$ cat config.mk
export PLATFORM = sky130hd
export DESIGN_NAME = meter_register_poll_sequencer_core
export DESIGN_NICKNAME = d
export VERILOG_FILES = /design/src/sv/mrps_pkg.sv /design/src/sv/mrps_cfg_regs.sv /design/src/sv/mrps_step.sv /design/src/sv/meter_register_poll_sequencer_core.sv
export SDC_FILE = /design/constraint.sdc
export NUM_CORES = 1
export LEC_CHECK = 0
export ABC_AREA = 1
export BUFFER_PORTS_ARGS = -buffer_cell sky130_fd_sc_hd__buf_2
export CORE_UTILIZATION = 56
export CTS_CLUSTER_DIAMETER = 50
export DETAILED_ROUTE_END_ITERATION = 8
export MAX_ROUTING_LAYER = met4
export PLACE_DENSITY_LB_ADDON = 0.15
export SYNTH_ARGS = -nofsm -noshare
export SYNTH_HDL_FRONTEND = slang
export SYNTH_SLANG_ARGS = --single-unit
$ cat constraint.sdc
create_clock -name clk_i -period 8 [get_ports clk_i]
set_clock_uncertainty 0.2 [all_clocks]
set_input_delay 0.8 -clock clk_i [delete_from_list [all_inputs] [get_ports clk_i]]
set_output_delay 0.8 -clock clk_i [all_outputs]
set_load 0.03 [all_outputs]
$ cat src/sv/mrps_pkg.sv
// Package with the types, constants and helper functions of the meter register poll sequencer.
package mrps_pkg;

  // Number of meter fields read in one round.
  localparam int unsigned FieldCount = 6;
  localparam int unsigned FieldIdxW  = $clog2(FieldCount + 1);

  // Widths of the configuration port.
  localparam int unsigned CfgIdxW  = 2;
  localparam int unsigned CfgDataW = 16;

  // Saturation limits of the elapsed-time counters.
  localparam logic [15:0] SinceReqMax = 16'hFFFF;
  localparam logic [7:0]  SinceRepMax = 8'hFF;

  // Byte count of a well-formed single-value reply.
  localparam logic [7:0] GoodByteCount = 8'd4;

  // Biased exponent of 1.0 in single precision.
  localparam logic [7:0] ExpOne = 8'd127;
  localparam logic [7:0] ExpMax = 8'hFF;

  // Register reset values.
  localparam logic [15:0] IntervalReset = 16'd5000;
  localparam logic [15:0] TimeoutReset  = 16'd5000;
  localparam logic [7:0]  GapReset      = 8'd10;
  localparam logic [10:0] LimitReset    = 11'd1440;

  // Configuration register indexes.
  typedef enum logic [CfgIdxW-1:0] {
    CFG_INTERVAL = 2'd0,
    CFG_TIMEOUT  = 2'd1,
    CFG_GAP      = 2'd2,
    CFG_LIMIT    = 2'd3
  } cfg_idx_e;

  // Sequencer phases, one-hot.
  typedef enum logic [3:0] {
    PH_RESTART = 4'b0001,
    PH_GAP     = 4'b0010,
    PH_SEND    = 4'b0100,
    PH_WAIT    = 4'b1000
  } phase_e;

  // Input item: one millisecond tick with an optional response.
  typedef struct packed {
    logic        response_valid;
    logic [7:0]  response_byte_count;
    logic [31:0] response_word;
  } in_t;

  // Result item of one tick.
  typedef struct packed {
    logic        send_request;
    logic [15:0] request_register;
    logic        value_valid;
    logic [2:0]  value_field;
    logic [31:0] value_word;
    logic        reset_request;
    logic        round_idle;
  } out_t;

  // Configuration register contents.
  typedef struct packed {
    logic [15:0] request_interval_ms;
    logic [15:0] response_timeout_ms;
    logic [7:0]  inter_request_gap_ms;
    logic [10:0] failure_limit;
  } cfg_t;

  // Sequencer state carried from tick to tick.
  typedef struct packed {
    phase_e                 phase;
    logic [FieldIdxW-1:0]   field_index;
    logic [15:0]            since_request_ms;
    logic [7:0]             since_reply_ms;
    logic [10:0]            failure_count;
    logic [31:0]            voltage_word;
  } state_t;

  // Register address of each field; unused slots read as address zero.
  function automatic logic [15:0] field_addr(input logic [FieldIdxW-1:0] idx);
    logic [15:0] addr;
    unique case (idx)
      3'd0:    addr = 16'h0000;
      3'd1:    addr = 16'h0008;
      3'd2:    addr = 16'h0012;
      3'd3:    addr = 16'h002A;
      3'd4:    addr = 16'h0036;
      3'd5:    addr = 16'h0100;
      default: addr = 16'h0000;
    endcase
    return addr;
  endfunction

  // True when a single-precision pattern is below 1.0; a NaN is not.
  function automatic logic below_one(input logic [31:0] w);
    logic is_nan;
    is_nan = (w[30:23] == ExpMax) && (w[22:0] != 23'd0);
    return !is_nan && (w[31] || (w[30:23] < ExpOne));
  endfunction

endpackage

$ cat src/sv/mrps_cfg_regs.sv
// Configuration register bank of the meter register poll sequencer.
module mrps_cfg_regs import mrps_pkg::*; (
  input  logic                clk_i,
  input  logic                rst_ni,
  input  logic                cfg_we_i,
  input  logic [CfgIdxW-1:0]  cfg_idx_i,
  input  logic [CfgDataW-1:0] cfg_wdata_i,
  output cfg_t                cfg_o
);

  cfg_t cfg_q;

  // Write the addressed register; each keeps only its own width.
  always_ff @(posedge clk_i or negedge rst_ni) begin
    if (!rst_ni) begin
      cfg_q.request_interval_ms  <= IntervalReset;
      cfg_q.response_timeout_ms  <= TimeoutReset;
      cfg_q.inter_request_gap_ms <= GapReset;
      cfg_q.failure_limit        <= LimitReset;
    end else if (cfg_we_i) begin
      unique case (cfg_idx_e'(cfg_idx_i))
        CFG_INTERVAL: cfg_q.request_interval_ms  <= cfg_wdata_i;
        CFG_TIMEOUT:  cfg_q.response_timeout_ms  <= cfg_wdata_i;
        CFG_GAP:      cfg_q.inter_request_gap_ms <= cfg_wdata_i[7:0];
        CFG_LIMIT:    cfg_q.failure_limit        <= cfg_wdata_i[10:0];
        default:      cfg_q <= cfg_q;
      endcase
    end
  end

  assign cfg_o = cfg_q;

endmodule

$ cat src/sv/mrps_step.sv
// Next-state and result logic for one millisecond tick of the poll sequencer.
module mrps_step import mrps_pkg::*; (
  input  cfg_t   cfg_i,
  input  state_t state_i,
  input  in_t    item_i,
  output state_t state_o,
  output out_t   result_o
);

  logic [15:0] since_req_inc;
  logic [7:0]  since_rep_inc;
  logic        fail_inc;
  logic        fail_clr;
  logic [31:0] value_word;
  state_t      nxt;
  out_t        res;

  // Both elapsed counters advance first, saturating.
  assign since_req_inc = (state_i.since_request_ms == SinceReqMax) ?
                         state_i.since_request_ms : state_i.since_request_ms + 16'd1;
  assign since_rep_inc = (state_i.since_reply_ms == SinceRepMax) ?
                         state_i.since_reply_ms : state_i.since_reply_ms + 8'd1;

  assign value_word = (item_i.response_byte_count == GoodByteCount) ?
                      item_i.response_word : 32'd0;

  // One action per tick, chosen by the phase.
  always_comb begin
    nxt                  = state_i;
    nxt.since_request_ms = since_req_inc;
    nxt.since_reply_ms   = since_rep_inc;
    res                  = '0;
    fail_inc             = 1'b0;
    fail_clr             = 1'b0;
    unique case (state_i.phase)
      PH_RESTART: begin
        nxt.field_index      = FieldIdxW'(FieldCount);
        nxt.since_request_ms = 16'd0;
        nxt.phase            = PH_SEND;
      end
      PH_GAP: begin
        if (since_rep_inc > cfg_i.inter_request_gap_ms) begin
          nxt.phase = PH_SEND;
        end
      end
      PH_SEND: begin
        if (state_i.field_index >= FieldIdxW'(FieldCount)) begin
          // Round complete: start a new one once the interval has passed.
          if (since_req_inc >= cfg_i.request_interval_ms) begin
            nxt.field_index = '0;
            fail_inc        = below_one(state_i.voltage_word);
            fail_clr        = !below_one(state_i.voltage_word);
          end
        end else begin
          res.send_request     = 1'b1;
          res.request_register = field_addr(state_i.field_index);
          nxt.since_request_ms = 16'd0;
          nxt.phase            = PH_WAIT;
        end
      end
      PH_WAIT: begin
        if (item_i.response_valid) begin
          res.value_valid = 1'b1;
          res.value_field = 3'(state_i.field_index);
          res.value_word  = value_word;
          if (state_i.field_index == '0) begin
            nxt.voltage_word = value_word;
          end
          if (state_i.field_index < FieldIdxW'(FieldCount)) begin
            nxt.field_index = state_i.field_index + 1'b1;
          end
          nxt.since_reply_ms = 8'd0;
          nxt.phase          = PH_GAP;
        end
        // A late reply still delivers its value, but the timeout wins.
        if (since_req_inc > cfg_i.response_timeout_ms) begin
          fail_inc  = 1'b1;
          nxt.phase = PH_RESTART;
        end
      end
      default: begin
        nxt.phase = PH_SEND;
      end
    endcase

    // Failure counter saturates at the limit and clears on a good round.
    if (fail_clr) begin
      nxt.failure_count = '0;
    end else if (fail_inc && (state_i.failure_count < cfg_i.failure_limit)) begin
      nxt.failure_count = state_i.failure_count + 11'd1;
    end

    res.reset_request = (nxt.failure_count >= cfg_i.failure_limit);
    res.round_idle    = (nxt.field_index >= FieldIdxW'(FieldCount)) &&
                        (nxt.phase == PH_SEND);
  end

  assign state_o  = nxt;
  assign result_o = res;

endmodule

$ cat src/sv/meter_register_poll_sequencer_core.sv
// Top level of the meter register poll sequencer: input register, step logic, result register.
// Path: a transfer on the input channel passes the input register, then the result
// register, on its way to the output.
// Throughput: one item per cycle while the output is not stalled; state updates once per item.
// Reset: rst_ni clears both stage valids, resets sequencer state, restores register defaults.
module meter_register_poll_sequencer_core import mrps_pkg::*; (
  input  logic                clk_i,
  input  logic                rst_ni,
  input  logic                in_valid_i,
  output logic                in_ready_o,
  input  in_t                 in_data_i,
  output logic                out_valid_o,
  input  logic                out_ready_i,
  output out_t                out_data_o,
  input  logic                cfg_we_i,
  input  logic [CfgIdxW-1:0]  cfg_idx_i,
  input  logic [CfgDataW-1:0] cfg_wdata_i
);

  cfg_t   cfg;
  logic   in_valid_q;
  in_t    in_q;
  logic   out_valid_q;
  out_t   out_q;
  state_t state_q;
  state_t state_d;
  out_t   result_d;
  logic   advance;

  mrps_cfg_regs u_cfg (
    .clk_i       (clk_i),
    .rst_ni      (rst_ni),
    .cfg_we_i    (cfg_we_i),
    .cfg_idx_i   (cfg_idx_i),
    .cfg_wdata_i (cfg_wdata_i),
    .cfg_o       (cfg)
  );

  mrps_step u_step (
    .cfg_i    (cfg),
    .state_i  (state_q),
    .item_i   (in_q),
    .state_o  (state_d),
    .result_o (result_d)
  );

  // The held item moves on when the result register is empty or being drained.
  assign advance    = in_valid_q && (!out_valid_q || out_ready_i);
  assign in_ready_o = !in_valid_q || advance;

  // Input register.
  always_ff @(posedge clk_i or negedge rst_ni) begin
    if (!rst_ni) begin
      in_valid_q <= 1'b0;
    end else if (in_ready_o) begin
      in_valid_q <= in_valid_i;
    end
  end

  always_ff @(posedge clk_i) begin
    if (in_ready_o && in_valid_i) begin
      in_q <= in_data_i;
    end
  end

  // Sequencer state updates once per item.
  always_ff @(posedge clk_i or negedge rst_ni) begin
    if (!rst_ni) begin
      state_q.phase            <= PH_SEND;
      state_q.field_index      <= '0;
      state_q.since_request_ms <= '0;
      state_q.since_reply_ms   <= '0;
      state_q.failure_count    <= '0;
      state_q.voltage_word     <= '0;
    end else if (advance) begin
      state_q <= state_d;
    end
  end

  // Result register.
  always_ff @(posedge clk_i or negedge rst_ni) begin
    if (!rst_ni) begin
      out_valid_q <= 1'b0;
    end else if (advance) begin
      out_valid_q <= 1'b1;
    end else if (out_ready_i) begin
      out_valid_q <= 1'b0;
    end
  end

  always_ff @(posedge clk_i) begin
    if (advance) begin
      out_q <= result_d;
    end
  end

  assign out_valid_o = out_valid_q;
  assign out_data_o  = out_q;

endmodule

## Yosys cells after proc, flatten, opt, wreduce, memory -nomap -nowiden

Index checks and enable logic that the tools add are counted.

- $add $sub $neg: 4
- Eq/ne operators: 17
- $lt $le $gt $ge: 9
- Mux-type cells: 30
- Reduce and logical (&&, ||, !) cells: 24
- Bitwise logic cells: 1

Operators with widths:

| kind | count |
|---|---|
| case mux 9 bit (5 select lines) | 1 |
| 2-to-1 mux 36 bit | 1 |
| 2-to-1 mux 16 bit | 2 |
| 2-to-1 mux 32 bit | 1 |
| case mux 16 bit (2 select lines) | 1 |
| 2-to-1 mux 8 bit | 3 |
| nonzero test 23 bit | 1 |
| 2-to-1 mux 11 bit | 2 |
| 2-to-1 mux 17 bit | 1 |
| adder 16 x 1 -> 16 bit (second input constant) | 1 |
| equality test 16 bit (second input constant) | 1 |
| equality test 8 bit (second input constant) | 2 |
| >= comparator 16 bit | 1 |
| greater-than comparator 16 bit | 1 |
| 2-to-1 mux 4 bit | 3 |
| case mux 4 bit (3 select lines) | 1 |
| adder 11 x 1 -> 11 bit (second input constant) | 1 |
| >= comparator 11 bit | 1 |
| < comparator 11 bit | 1 |
| AND reduction 2 bit | 5 |
| 2-to-1 mux 3 bit | 3 |
| case mux 3 bit (3 select lines) | 1 |
| adder 8 x 1 -> 8 bit (second input constant) | 1 |
| equality test 4 x 3 -> 1 bit (second input constant) | 2 |
| other kinds (26) | 47 |

- Bits in registers: 223
- Bits of input ports: 64
- Output and inout bits: 57
- Word-level logic and storage cells: 107

## Logic depth before layout (Yosys ltp)

- Word-level depth: 11
- Gate-level depth with buffers: 29
- Mapped depth without buffers: 28

## Modules after synthesis

Synthesis repeated with hierarchy kept, for this count alone.

- Cells, all modules: 1399
- Area, all modules: 12082.8 um^2

By module, submodules not included:

| module | area an instance (um^2) | instances | sequential area each (um^2) | cells an instance |
|---|---|---|---|---|
| meter_register_poll_sequencer_core | 5894.4 | 1 | 4785.8 | 427 |
| mrps_step | 4015.1 | 1 | 0.0 | 745 |
| mrps_cfg_regs | 2173.3 | 1 | 1296.2 | 227 |

## Worst setup path after synthesis

Ideal clock, no wire load.

- Path type: reg2reg
- From: register state_q[51] (netlist name)
- To: register out_q, in the netlist out_data_o[1] (data pin)
- Clock period less this slack: 3649 ps
- Arrival: 3185 ps
- Buffers on the path: 1
- Slack: 4351 ps
- Library setup time: 264 ps
- Data required time: 7536 ps
- Cell stages (with the launch flop): 24
- Path through: dfrtp_1 ha_1 nand2_1 nor2_2 inv_1 nor3_2 xor2_1 inv_1 nor2_1 inv_1 ha_1 nand2_1 nor3_1 nand3_1 nand3_1 nand2_2 nand2_2 buf_6 nand2_2 a21oi_1 ha_1 a21oi_1 o21a_1 nand4_1

RTL lines:

| what | line | source |
|---|---|---|
| start: declaration | meter_register_poll_sequencer_core.sv:25 | `state_t state_q;` |
| start signal: assignment | meter_register_poll_sequencer_core.sv:76 | `state_q <= state_d;` |
| end signal: assignment | meter_register_poll_sequencer_core.sv:93 | `out_q <= result_d;` |
| end: declaration | meter_register_poll_sequencer_core.sv:24 | `out_t out_q;` |

==> reports/qor.yml <==
worst_hold_path:
  hold_class: "input pin to async pin"
floorplan:
  core_area_sq_mm: 0.0188
  die_h_microns: 141
  boundaryPins: 121
  start_util_pct: 57.6
  die_w_microns: 141
  row_count: 50
  dieArea_sq_mm: 0.0199
critical_path:
  crit_path_frequent_cell: "nand2_1"
  cp_num_buf_inv: 4
  crit_type: "register to register"
  worst_setup_path_end_kind: "register"
  path_cells: "nand2_1 > nor2_1 > nand2_1 > nor2_2 > nand4_2 > inv_1 > nor2_1 > xor2_1 > inv_1 > ha_1 > nand2_1 > inv_1 > o21ai_0 > a21oi_1 > nor2_1 > nand2_1 > nand3_1 > clkinv_1 > a21oi_1 > ha_1 > a21oi_1 > o21ai_0 > nand2_1 > nand4_1"
  crit_family: "simple AND/OR/NAND/NOR gates"
  critPathSlowestCell: "nand3_1"
  start_kind: "register"
  reg2reg_slack_ns: 3.39
  cp.arrival_ns: 4.69
  max_stage_delay_ns: 0.42
  crit_required_ns: 8.08
  path_max_fanout: 14
placed_design:
  pre_cts_ws_ns: 3.47
  dp_hpwl_mm: 15.9
  numPlacedInstances: 1517
  place.gp.congestion: 0.939
  numPortBuffers: 110
cts:
  cts_buffers: 29
  cts_tree: "built"
  cts_sinks: 213
  post_cts_buffers: 0
  clk_latency_ns: 0.54
  h-tree-depth: 1
  cts_root_buf: "clkbuf_16"
  cts.clk_slew.worst_paths_ns: 0.06
  clk_path_buf_depth: 3
  cts.repair.resized: 0
  hold_buffers: 0
run:
  max_cap_viol_count: 0
sta:
  finalSetupTns_ns: 0
  finalSetupViolations: 0
  rsz0062_at_grt: "no"
  fmax_ghz: 0.217
  finalHoldViolCount: 0
  fin_crit_ns: 4.61
  fin_ws_ns: 3.39
  slew_violations: 0
  slew_headroom_pct: 23.1
  finalCritPeriodShare_pct: 57.6
  tightest_slew_ns: 1.15
synthesis:
  syn_area_per_cell_sq_um: 9.19
  synth.area.mux_share_pct: 0.104
  synth_area_sq_mm: 0.0108
  synthAdderAreaFrac_pct: 8.31
  ys.flop_type: "dfrtp_1"
  synth_compound_area_share_pct: 10.7
  synth_top_family_by_area: "simple AND/OR/NAND/NOR gates"
  synth_edf_count: 86
  synth_cell_types: 44
  synthSimpleGateAreaFrac_pct: 18.0
  yosysWarnings: 0
  async_reset_ff_share_pct: 59.6
  ys_seq_elements: 213
  syn_inst: 1180
  ys_seq_area_share_pct: 53.3
  synth_xor_area_share_pct: 1.94
run_status:
  status: "finished clean"
detailed_routing:
  viasPerCell: 5.23
  detail_route.iter0.violations: 628
  post_drt_wl_per_cell_microns: 14.7
  num_vias: 8214
  dr.pass1.iters: 5
  finalWirelength_mm: 23.0
  drc: 0
  drtAntennaViolNets: 0
finish:
  final_core_util_pct: 66.2
  fin_cells: 1571
  fin_nets: 1424
  drive_gt1_share_pct: 16.2
  area_growth_syn_to_layout_pct: 15.0
  final_cell_mix: "237 x nand2_1, 152 x inv_1, 110 x o21ai_0, 110 x dfrtp_1, 109 x buf_2"
  final_common_cell: "nand2_1"
  diodes: 0
grt:
  antenna_found_initial: 0
  grt_pass1_wl_mm: 38.4
  grt_pass1_vias: 7765
  grt-ovfl-total: 0
  grt_max_degree: 92
  track_usage_pct: 25.0
pwr:
  ir_drop_mv: 0.215
  powerDensity_mw_per_mm2: 294
  power.total_w: 0.00366
  leakage_nw: 5.92
## final timing paths
| check | startpoint | to | cells past startpoint |
|---|---|---|---|
| max | state_q[58] | out_data_o[1] | 24 |
| min | rst_ni | state_q[40] | 1 |
| max reg2reg | state_q[58] | out_data_o[1] | 24 |
| min reg2reg | u_cfg.cfg_o[41] | u_cfg.cfg_o[41] | 2 |
| max in group asynchronous | rst_ni | state_q[56] | 2 |
| min in group clk_i | in_data_i[24] | in_q[24] | 1 |
## per-layer routing
layer,share of wire (%),global-route usage [%],vias up
met4,2.1,6.98,0
met1,49,36.0,3814
met5,0,-,-
li1,-,-,4129
met2,44,36.8,225
met3,5.2,3.63,46
## per-stage QoR
step,cell area (sq um),hold WS (ns)
after floorplan,10900,0.253
after global placement,11600,0.266
after detailed placement,11600,0.274
after CTS,12500,0.150
after global routing,12500,0.185
final,12500,0.126
## sequential cells by signal (all words and copies together) (netlist names)
signal,count
out_valid_o,1
u_cfg.cfg_o,51
out_data_o,45
state_q,74
in_valid_q,1
in_q,41
## Yosys cell counts, drive strengths merged (2+ instances only)
cell type	n	share of area (%)
o22ai	12	0.69
o31ai	26	1.8
clkbuf	30	1.0
edfxtp	86	24
nand2	249	8.9
nor3	19	1.1
nor2	102	3.7
xor2	19	1.5
or2	2	0.12
nor4	4	0.23
nand3	64	3.0
a31oi	3	0.17
inv	154	5.3
dfstp	17	4.1
xnor2	5	0.40
buf	19	1.2
a22o	2	0.16
ha	72	8.3
nand4	14	0.87
dfrtp	110	25
a21oi	49	2.3
o21ai	111	5.1
o21a	3	0.21
## report_power, final
part	total (W)	leakage [nW]	switching [W]	internal, W
Combinational	0.00103	3.01	0.000684	0.000344
Sequential	0.00145	2.45	0.000115	0.00133
Clock	0.00119	0.454	0.000497	0.000688
Total	0.00366	5.92	0.00130	0.00237
## cell type report
type,instances,area (sq um)
inverters,155,583
clock buffers,32,747
multi-input cells,772,4270
clock inverters,22,156
repair buffers,117,606
flip-flops and latches,213,5780
fillers,1528,6360
well taps,260,325
## cell families (layout without fill, tap and decap cells)
group           Yosys count  after routing
buf+inv                 204            326
fa+ha+maj                72             72
mux                       1              1
other cells               1             10
xor+xnor                 24             24
compound gates          209            209
flops                   213            213
simple gates            456            456
(Power assumes the default switching activity.)
